==> config.mk <==
export PLATFORM = sky130hd
export DESIGN_NAME = char_lcd_nibble_write_sequencer
export DESIGN_NICKNAME = d
export VERILOG_FILES = /design/src/rtl/lcdnw_pkg.sv /design/src/rtl/lcdnw_front.sv /design/src/rtl/lcdnw_queue.sv /design/src/rtl/lcdnw_back.sv /design/src/rtl/char_lcd_nibble_write_sequencer.sv
export SDC_FILE = /design/constraint.sdc
export NUM_CORES = 1
export LEC_CHECK = 0
export BUFFER_PORTS_ARGS = -buffer_cell sky130_fd_sc_hd__buf_2
export CAP_MARGIN = 10
export CORE_MARGIN = 2
export CORE_UTILIZATION = 35
export DETAILED_ROUTE_END_ITERATION = 6
export GPL_ROUTABILITY_DRIVEN = 0
export SLEW_MARGIN = 20
export SYNTH_ARGS = -nofsm -noshare
export SYNTH_HDL_FRONTEND = slang
export SYNTH_SLANG_ARGS = --single-unit
==> constraint.sdc <==
create_clock -name clk_i -period 3.8 [get_ports clk_i]
set_input_delay 0.57 -clock clk_i [delete_from_list [all_inputs] [get_ports clk_i]]
set_output_delay 0.57 -clock clk_i [all_outputs]
set_load 0.005 [all_outputs]
==> src/rtl/lcdnw_pkg.sv <==
`default_nettype none
package lcdnw_pkg;

  localparam int unsigned LCDNW_QUEUE_DEPTH = 4;
  localparam int unsigned MaxColumn = 19;

  typedef enum logic [2:0] {
    OP_COMMAND = 3'd0,
    OP_RAW     = 3'd1,
    OP_TEXT    = 3'd2,
    OP_CURSOR  = 3'd3,
    OP_POWERUP = 3'd4
  } opcode_e;

  localparam logic [1:0] CFG_CMD_HOLD  = 2'd0;
  localparam logic [1:0] CFG_DATA_HOLD = 2'd1;
  localparam logic [1:0] CFG_INIT_HOLD = 2'd2;

  localparam logic [7:0] ROW0_ADDR  = 8'h80;
  localparam logic [7:0] ROW1_ADDR  = 8'hC0;
  localparam logic [7:0] CYR_FIRST  = 8'hC0;
  localparam logic [7:0] LBRACE     = 8'h7B;
  localparam logic [7:0] LBRACE_MAP = 8'hB1;
  localparam logic [7:0] RBRACE     = 8'h7D;
  localparam logic [7:0] RBRACE_MAP = 8'hC7;

  localparam logic [7:0] INIT_CMD0 = 8'h0C;
  localparam logic [7:0] INIT_CMD1 = 8'h01;
  localparam logic [7:0] INIT_CMD2 = 8'h04;
  localparam logic [3:0] INIT_NIB_A = 4'h2;
  localparam logic [3:0] INIT_NIB_B = 4'h8;

  localparam int unsigned STEP_W = 5;
  localparam logic [STEP_W-1:0] BYTE_LAST_STEP = 5'd3;
  localparam logic [STEP_W-1:0] INIT_LAST_STEP = 5'd17;
  localparam logic [STEP_W-1:0] INIT_BARE_STEPS = 5'd6;
  localparam logic [STEP_W-1:0] INIT_NIB_B_STEP = 5'd4;

  typedef enum logic {
    JOB_BYTE,
    JOB_INIT
  } job_kind_e;

  typedef enum logic {
    HOLD_CMD,
    HOLD_DATA
  } hold_sel_e;

  typedef enum logic [1:0] {
    BK_IDLE,
    BK_BYTE,
    BK_INIT
  } back_state_e;

  typedef struct packed {
    job_kind_e  kind;
    logic       rs;
    logic [7:0] data;
    hold_sel_e  hold_sel;
  } job_t;

  typedef struct packed {
    logic [7:0] cmd_hold;
    logic [7:0] data_hold;
    logic [7:0] init_hold;
  } hold_cfg_t;

  localparam logic [7:0] CYR_ROM [64] = '{
    8'h41, 8'hA0, 8'h42, 8'hA1, 8'hE0, 8'h45, 8'hA3, 8'hA4,
    8'hA5, 8'hA6, 8'h4B, 8'h02, 8'h4D, 8'h48, 8'h4F, 8'h03,
    8'h50, 8'h43, 8'h54, 8'hA9, 8'hAA, 8'h58, 8'hE1, 8'hAB,
    8'hAC, 8'hE2, 8'hAD, 8'hAE, 8'h06, 8'hAF, 8'hB0, 8'hB1,
    8'h61, 8'hB2, 8'hB3, 8'hB4, 8'hE3, 8'h65, 8'hB6, 8'hB7,
    8'hB8, 8'hB9, 8'hBA, 8'hBB, 8'hBC, 8'hBD, 8'h6F, 8'hBE,
    8'h70, 8'h63, 8'hBF, 8'h79, 8'h04, 8'h78, 8'hE5, 8'hC0,
    8'hC1, 8'hE6, 8'hC2, 8'hC3, 8'hC4, 8'hC5, 8'hC6, 8'hC7
  };

  // Map a Windows-1251 code to the display character set.
  function automatic logic [7:0] transcode(input logic [7:0] v);
    logic [7:0] t;
    t = (v >= CYR_FIRST) ? CYR_ROM[v[5:0]] : v;
    if (t == LBRACE) begin
      t = LBRACE_MAP;
    end else if (t == RBRACE) begin
      t = RBRACE_MAP;
    end
    return t;
  endfunction

endpackage
`default_nettype wire

==> src/rtl/lcdnw_front.sv <==
`default_nettype none
// Classify one operation into a queued byte job or a power-up job; opcodes 5 to 7 give no job.
module lcdnw_front (
  input  logic [2:0]        opcode_i,
  input  logic [7:0]        value_i,
  input  logic              row_i,
  input  logic [7:0]        column_i,
  output logic              job_valid_o,
  output lcdnw_pkg::job_t   job_o
);
  import lcdnw_pkg::*;

  logic [7:0] col_clamped;
  logic [7:0] cursor_addr;

  assign col_clamped = (column_i > 8'(MaxColumn)) ? 8'(MaxColumn) : column_i;
  assign cursor_addr = (row_i ? ROW1_ADDR : ROW0_ADDR) + col_clamped;

  always_comb begin
    job_valid_o   = 1'b1;
    job_o.kind    = JOB_BYTE;
    job_o.rs      = 1'b0;
    job_o.data    = value_i;
    job_o.hold_sel = HOLD_CMD;
    case (opcode_i)
      OP_COMMAND: begin
      end
      OP_RAW: begin
        job_o.rs       = 1'b1;
        job_o.hold_sel = HOLD_DATA;
      end
      OP_TEXT: begin
        job_o.rs       = 1'b1;
        job_o.data     = transcode(value_i);
        job_o.hold_sel = HOLD_DATA;
      end
      OP_CURSOR: begin
        job_o.data = cursor_addr;
      end
      OP_POWERUP: begin
        job_o.kind = JOB_INIT;
      end
      default: begin
        job_valid_o = 1'b0;
      end
    endcase
  end

endmodule
`default_nettype wire

==> src/rtl/lcdnw_queue.sv <==
`default_nettype none
// Small job FIFO between front and back.
module lcdnw_queue #(
  parameter int unsigned DEPTH = lcdnw_pkg::LCDNW_QUEUE_DEPTH
) (
  input  logic            clk_i,
  input  logic            rst_ni,
  input  logic            push_i,
  input  lcdnw_pkg::job_t push_job_i,
  input  logic            pop_i,
  output lcdnw_pkg::job_t head_o,
  output logic            empty_o,
  output logic            full_o
);
  import lcdnw_pkg::*;

  localparam int unsigned PtrW = (DEPTH > 1) ? $clog2(DEPTH) : 1;
  localparam int unsigned CntW = $clog2(DEPTH + 1);
  localparam logic [PtrW-1:0] PtrMax = PtrW'(DEPTH - 1);

  job_t            mem_q [DEPTH];
  logic [PtrW-1:0] wr_ptr_q, wr_ptr_d;
  logic [PtrW-1:0] rd_ptr_q, rd_ptr_d;
  logic [CntW-1:0] count_q, count_d;

  assign empty_o = (count_q == '0);
  assign full_o  = (count_q == CntW'(DEPTH));
  assign head_o  = mem_q[rd_ptr_q];

  always_comb begin
    wr_ptr_d = wr_ptr_q;
    rd_ptr_d = rd_ptr_q;
    count_d  = count_q;
    if (push_i) begin
      wr_ptr_d = (wr_ptr_q == PtrMax) ? '0 : wr_ptr_q + 1'b1;
    end
    if (pop_i) begin
      rd_ptr_d = (rd_ptr_q == PtrMax) ? '0 : rd_ptr_q + 1'b1;
    end
    if (push_i && !pop_i) begin
      count_d = count_q + 1'b1;
    end else if (pop_i && !push_i) begin
      count_d = count_q - 1'b1;
    end
  end

  always_ff @(posedge clk_i or negedge rst_ni) begin
    if (!rst_ni) begin
      wr_ptr_q <= '0;
      rd_ptr_q <= '0;
      count_q  <= '0;
    end else begin
      wr_ptr_q <= wr_ptr_d;
      rd_ptr_q <= rd_ptr_d;
      count_q  <= count_d;
    end
  end

  always_ff @(posedge clk_i) begin
    if (push_i) begin
      mem_q[wr_ptr_q] <= push_job_i;
    end
  end

endmodule
`default_nettype wire

==> src/rtl/lcdnw_back.sv <==
`default_nettype none
// Expand queued jobs into bus states, one beat per cycle.
module lcdnw_back (
  input  logic                 clk_i,
  input  logic                 rst_ni,
  input  lcdnw_pkg::hold_cfg_t cfg_i,
  input  lcdnw_pkg::job_t      head_i,
  input  logic                 empty_i,
  output logic                 pop_o,
  output logic                 result_valid_o,
  output logic                 register_select_o,
  output logic [3:0]           bus_nibble_o,
  output logic                 enable_o,
  output logic [7:0]           hold_ticks_o,
  output logic                 last_o
);
  import lcdnw_pkg::*;

  back_state_e       state_q, state_d;
  job_t              cur_q, cur_d;
  logic [STEP_W-1:0] step_q, step_d;
  logic [STEP_W-1:0] init_ofs;
  logic [7:0]        init_byte;
  logic              emit, at_end;
  logic              beat_rs, beat_en, beat_last;
  logic [3:0]        beat_nib;
  logic [7:0]        beat_hold;

  assign emit   = (state_q != BK_IDLE);
  assign at_end = ((state_q == BK_BYTE) && (step_q == BYTE_LAST_STEP)) ||
                  ((state_q == BK_INIT) && (step_q == INIT_LAST_STEP));
  assign pop_o  = ((state_q == BK_IDLE) || at_end) && !empty_i;
  assign init_ofs = step_q - INIT_BARE_STEPS;

  always_comb begin
    case (init_ofs[4:2])
      3'd0:    init_byte = INIT_CMD0;
      3'd1:    init_byte = INIT_CMD1;
      default: init_byte = INIT_CMD2;
    endcase
  end

  // Beat contents for the current step.
  always_comb begin
    beat_rs   = cur_q.rs;
    beat_last = at_end;
    beat_nib  = step_q[1] ? cur_q.data[3:0] : cur_q.data[7:4];
    beat_en   = ~step_q[0];
    beat_hold = (cur_q.hold_sel == HOLD_DATA) ? cfg_i.data_hold : cfg_i.cmd_hold;
    if (state_q == BK_INIT) begin
      beat_rs = 1'b0;
      if (step_q < INIT_BARE_STEPS) begin
        beat_nib  = (step_q < INIT_NIB_B_STEP) ? INIT_NIB_A : INIT_NIB_B;
        beat_hold = cfg_i.init_hold;
      end else begin
        beat_nib  = init_ofs[1] ? init_byte[3:0] : init_byte[7:4];
        beat_en   = ~init_ofs[0];
        beat_hold = cfg_i.cmd_hold;
      end
    end
  end

  always_comb begin
    state_d = state_q;
    cur_d   = cur_q;
    step_d  = step_q;
    if (pop_o) begin
      cur_d   = head_i;
      step_d  = '0;
      state_d = (head_i.kind == JOB_INIT) ? BK_INIT : BK_BYTE;
    end else if (at_end) begin
      state_d = BK_IDLE;
    end else if (emit) begin
      step_d = step_q + 1'b1;
    end
  end

  always_ff @(posedge clk_i or negedge rst_ni) begin
    if (!rst_ni) begin
      state_q        <= BK_IDLE;
      step_q         <= '0;
      result_valid_o <= 1'b0;
    end else begin
      state_q        <= state_d;
      step_q         <= step_d;
      result_valid_o <= emit;
    end
  end

  always_ff @(posedge clk_i) begin
    cur_q             <= cur_d;
    register_select_o <= beat_rs;
    bus_nibble_o      <= beat_nib;
    enable_o          <= beat_en;
    hold_ticks_o      <= beat_hold;
    last_o            <= beat_last;
  end

endmodule
`default_nettype wire

==> src/rtl/char_lcd_nibble_write_sequencer.sv <==
`default_nettype none
// Character LCD 4-bit write sequencer. An operation is taken at a clock edge
// with start high and busy low; busy rises only when the job queue
// (QUEUE_DEPTH entries) is full. Each result beat is one bus state (RS, DB4-DB7,
// E level, hold in 10 us ticks) and sits on the result ports for exactly one
// cycle under result_valid_o; the receiver cannot stall it, so capture every
// strobed beat. A command, raw data, text or cursor operation yields four beats
// in consecutive cycles, power-up yields eighteen, and last_o marks the final
// beat of each operation. The back-end sequencer emits one beat per cycle while
// operations are pending; from idle, an accepted operation passes the job queue,
// the back-end state register and the registered result ports before its first
// beat. Opcodes 5 to 7 are accepted and dropped without any beat. Write the hold
// registers only while no beats are pending.
module char_lcd_nibble_write_sequencer #(
  parameter int unsigned QUEUE_DEPTH = lcdnw_pkg::LCDNW_QUEUE_DEPTH
) (
  input  logic       clk_i,
  input  logic       rst_ni,
  input  logic       start,
  output logic       busy,
  input  logic [2:0] opcode_i,
  input  logic [7:0] value_i,
  input  logic       row_i,
  input  logic [7:0] column_i,
  input  logic       cfg_we_i,
  input  logic [1:0] cfg_idx_i,
  input  logic [7:0] cfg_data_i,
  output logic       result_valid_o,
  output logic       register_select_o,
  output logic [3:0] bus_nibble_o,
  output logic       enable_o,
  output logic [7:0] hold_ticks_o,
  output logic       last_o
);
  import lcdnw_pkg::*;

  hold_cfg_t cfg_q, cfg_d;
  job_t      front_job, head_job;
  logic      front_valid, push, pop, q_empty, q_full;

  // Hold registers; writes to the unused index are dropped.
  always_comb begin
    cfg_d = cfg_q;
    if (cfg_we_i) begin
      case (cfg_idx_i)
        CFG_CMD_HOLD:  cfg_d.cmd_hold  = cfg_data_i;
        CFG_DATA_HOLD: cfg_d.data_hold = cfg_data_i;
        CFG_INIT_HOLD: cfg_d.init_hold = cfg_data_i;
        default: begin
        end
      endcase
    end
  end

  always_ff @(posedge clk_i or negedge rst_ni) begin
    if (!rst_ni) begin
      cfg_q.cmd_hold  <= 8'd1;
      cfg_q.data_hold <= 8'd2;
      cfg_q.init_hold <= 8'd4;
    end else begin
      cfg_q <= cfg_d;
    end
  end

  // Front: classify and push straight into the queue on the accepting edge.
  lcdnw_front u_front (
    .opcode_i    (opcode_i),
    .value_i     (value_i),
    .row_i       (row_i),
    .column_i    (column_i),
    .job_valid_o (front_valid),
    .job_o       (front_job)
  );

  assign busy = q_full;
  assign push = start && !q_full && front_valid;

  lcdnw_queue #(
    .DEPTH (QUEUE_DEPTH)
  ) u_queue (
    .clk_i      (clk_i),
    .rst_ni     (rst_ni),
    .push_i     (push),
    .push_job_i (front_job),
    .pop_i      (pop),
    .head_o     (head_job),
    .empty_o    (q_empty),
    .full_o     (q_full)
  );

  // Back: advance one beat per cycle, pop the next job on the final beat or while idle.
  lcdnw_back u_back (
    .clk_i             (clk_i),
    .rst_ni            (rst_ni),
    .cfg_i             (cfg_q),
    .head_i            (head_job),
    .empty_i           (q_empty),
    .pop_o             (pop),
    .result_valid_o    (result_valid_o),
    .register_select_o (register_select_o),
    .bus_nibble_o      (bus_nibble_o),
    .enable_o          (enable_o),
    .hold_ticks_o      (hold_ticks_o),
    .last_o            (last_o)
  );

endmodule
`default_nettype wire

==> reports/results.tsv <==
stage	metric	value	unit
sta	Rel. slew slack	40.9	%
global_routing	global route overflow	0	
power_and_ir_drop	Clk network pwr share	25.2	%
clock_tree	Clock transition at path regs	0.07	ns
clock_tree	H-Tree Level Count	3	
synth	multiplexer area fraction after synthesis	11.0	%
drt	Antenna Nets Post-Route	0	
worst_setup_path	path depth of the worst reg2reg path	10	
worst_setup_path	Startpoint Class	input port	
sta	Tmin final	2.97	ns
synth	Syn Inst Count	467	
drt	total wire length	11.3	mm
final_layout	layout cells sized above 1	24.6	%
synth	yosys warns	0	
place	DPL Wire Length	7.91	mm
power_and_ir_drop	NetSw	1140	µW
power_and_ir_drop	Lkg Pwr	0.00237	µW
clock_tree	CTS tree	built	
power_and_ir_drop	Power per Cell Area	603	nW/µm²
clock_tree	Skew-Pair Late Insertion Delay	0.34	ns
status	status	complete, no violations	
floorplanning	Top Ports	51	
synth	Netlist Area Pre-Place	5350	µm²
worst_setup_path	Crit. End Element	flip-flop	
floorplanning	die extent in x	128	µm
clock_tree	Post-CTS Setup Bufs	0	
drt	post-DR wirelength/cell	16.2	µm
place	port buffer count	50	
sta	final number of max-transition violations	0	
clock_tree	TritonCTS Buffers	9	
drt	1st-iter DRT viols	268	
drt	vias	3740	
floorplanning	Core Region	15100	µm²
power_and_ir_drop	sequential power share	46.7	%
synth	Synth top area share	27.5	%
worst_setup_path	CP Data Required Time	3.89	ns
drt	drt pass-1 iters	4	
clock_tree	clk sinks	103	
sta	RSZ-0062 raised after global routing	no	
power_and_ir_drop	Net Sw Frac	31.3	%
sta	TNS Setup	0	ns
final_layout	most frequent cells in the layout	nand2_1 (52), buf_2 (50), edfxtp_1 (49)	
synth	sequential area share after synthesis	51.4	%
global_routing	number of global-route vias before repair	3654	
floorplanning	height of the die	128	µm
synth	share of async-settable or async-resettable flops after synthesis	37.9	%
clock_tree	CTS Root Cell	clkbuf_16	
clock_tree	cts repair resizes	0	
synth	post-synthesis compound-gate area fraction	14.8	%
synth	post-synthesis cell type count	74	
sta	Peak Freq	0.337	GHz
synth	top_reg_cell synth	edfxtp_1	
worst_setup_path	worst path arrival time	3.06	ns
final_layout	Antenna diodes	0	
worst_setup_path	CP Max Fanout	18	
synth	syn_area_per_cell	11.5	µm²
synth	Synth area leader	edfxtp_1	
synth	Syn Nets	520	
floorplanning	FP Rows	45	
synth	ranking of synthesized cells by area	edfxtp_1 (28%), dfrtp_1 (17%), dfxtp_1 (5.6%)	
synth	EDFF count, synth	49	
power_and_ir_drop	Int Pwr	2490	µW
final_layout	Core Util, Final	39.9	%
synth	main combinational cell family by area after synthesis	compound AO/OA/AOI/OAI gates	
synth	Yosys reg bits	103	
power_and_ir_drop	combinational fraction of design power	28.0	%
drt	DRC	0	
global_routing	largest net degree at the start of global routing	45	
floorplanning	starting density of the core	35.4	%
sta	# setup viols final	0	
power_and_ir_drop	Peak supply drop	0.260	mV
drt	routed vias/inst	5.37	
clock_tree	hold buffer count at CTS	0	
sta	final hold violation count	0	
sta	period utilisation layout	78.1	%
floorplanning	Die ar.	16300	µm²
clock_tree	CTS Buffer Depth	2	
sta	Worst Skew	0.00763	ns
worst_hold_path	hold crit path type	in -> async	
global_routing	total track usage	14.4	%
global_routing	antenna violations before repair	0	
flow_run	max-cap viol count	0	
global_routing	first-pass GRT wire length	18.6	mm
final_layout	fin nets	557	
final_layout	Synth-to-Final Area Change	12.5	%
synth	adder-cell share of the synthesized area	4.58	%
final_layout	leading cell type in the layout, fill and taps excluded	nand2_1	
sta	actual slew at the worst max-slew pin	0.887	ns
synth	post-synthesis share of cell area spent on xor and xnor gates	0.982	%
worst_setup_path	WS Path Type	in -> reg	
sta	hold_ws	0.343	ns
final_layout	Filler Cell Count	1478	
synth	Simple-Gate Fraction of Synth Area	13.1	%
## cells in the mapped netlist, drive strengths merged (5+ instances only)
cell type   n
nand2      52
edfxtp     49
dfrtp      36
mux2       27
a21oi      26
nor2       23
o21ai      21
ha         18
buf        16
inv        16
dfxtp      15
clkbuf     12
nand3      12
mux4       10
nand2b     10
a22oi       8
nor2b       8
a211oi      7
and2        7
nor3        7
mux2i       6
o31ai       5
or2         5
## power groups by stage
| stage | registers, µW | logic, µW | clock network (µW) |
|---|---|---|---|
| final | 1700 | 1020 | 917 |
| after global routing | 1740 | 1150 | 989 |
| after CTS | 1700 | 1030 | 939 |
| after detailed placement | 1730 | 1030 | 0 |
| after global placement | 1710 | 1000 | 0 |
| after floorplan | 1630 | 789 | 0 |
## critical path, stage by stage
cell and delay [ns]:
buf_2 0.29, inv_1 0.19, ha_1 0.30, nor2b_1 0.17, nor4_1 0.32, o311ai_1 0.18, a221oi_2 0.29, nand4_2 0.20
o21a_1 0.15, o21ai_0 0.40
## final cells by class
type	instances	area, µm²	area share (%)
Tap cell	188	235	3.91
Clock inverter	3	22.5	0.374
Multi-Input combinational cell	320	2390	39.7
Clock buffer	13	282	4.68
Sequential cell	103	2750	45.7
Inverter	16	60.1	0.998
Timing Repair Buffer	54	280	4.66
## path summary, 6_finish.rpt
check	end	slack (ns)	start
worst max-delay path	u_queue.mem_q[3][2]	0.83	value_i[0]
worst min-delay path	u_back.result_valid_o	0.34	rst_ni
worst max register to register	u_queue.count_q[1]	0.99	u_back.step_q[1]
worst min register to register	u_back.hold_ticks_o[5]	0.46	cfg_q[21]
max in group asynchronous	cfg_q[13]	2.89	rst_ni
min in group clk_i	u_back.hold_ticks_o[5]	0.46	cfg_q[21]
## layer usage
layer,global-route usage [%],routed length [µm]
met5,0,0
met4,5.69,254
met3,2.47,408
met2,24.6,5660
met1,18.3,4940
## kinds of logic (layout without fill, tap and decap cells)
logic type | count (synthesis) | in the layout
compound gates | 111 | 111
xor+xnor | 6 | 6
fa+ha+maj | 19 | 19
buf+inv | 44 | 86
flops | 103 | 103
mux | 43 | 43
other cells | 1 | 1
simple gates | 140 | 140
## flip-flops by register name (all words and copies together) (netlist names), 2 cells and up
name	count
u_queue.count_q	3
u_queue.rd_ptr_q	2
u_back.bus_nibble_o	4
u_back.cur_q	9
cfg_q	24
u_back.hold_ticks_o	8
u_queue.wr_ptr_q	2
u_back.state_q	2
u_queue.mem_q	40
u_back.step_q	5
## metrics by stage
stage	area [µm²]	std cells	worst slack [ns]	total power, µW
after floorplan	5350	467	0.946	2420
after global placement	5710	681	0.628	2710
after detailed placement	5710	681	0.517	2760
after CTS	6020	697	0.871	3680
after global routing	6020	697	0.580	3880
final	6020	697	0.831	3630
No activity file was read; power rests on OpenSTA's default activity.
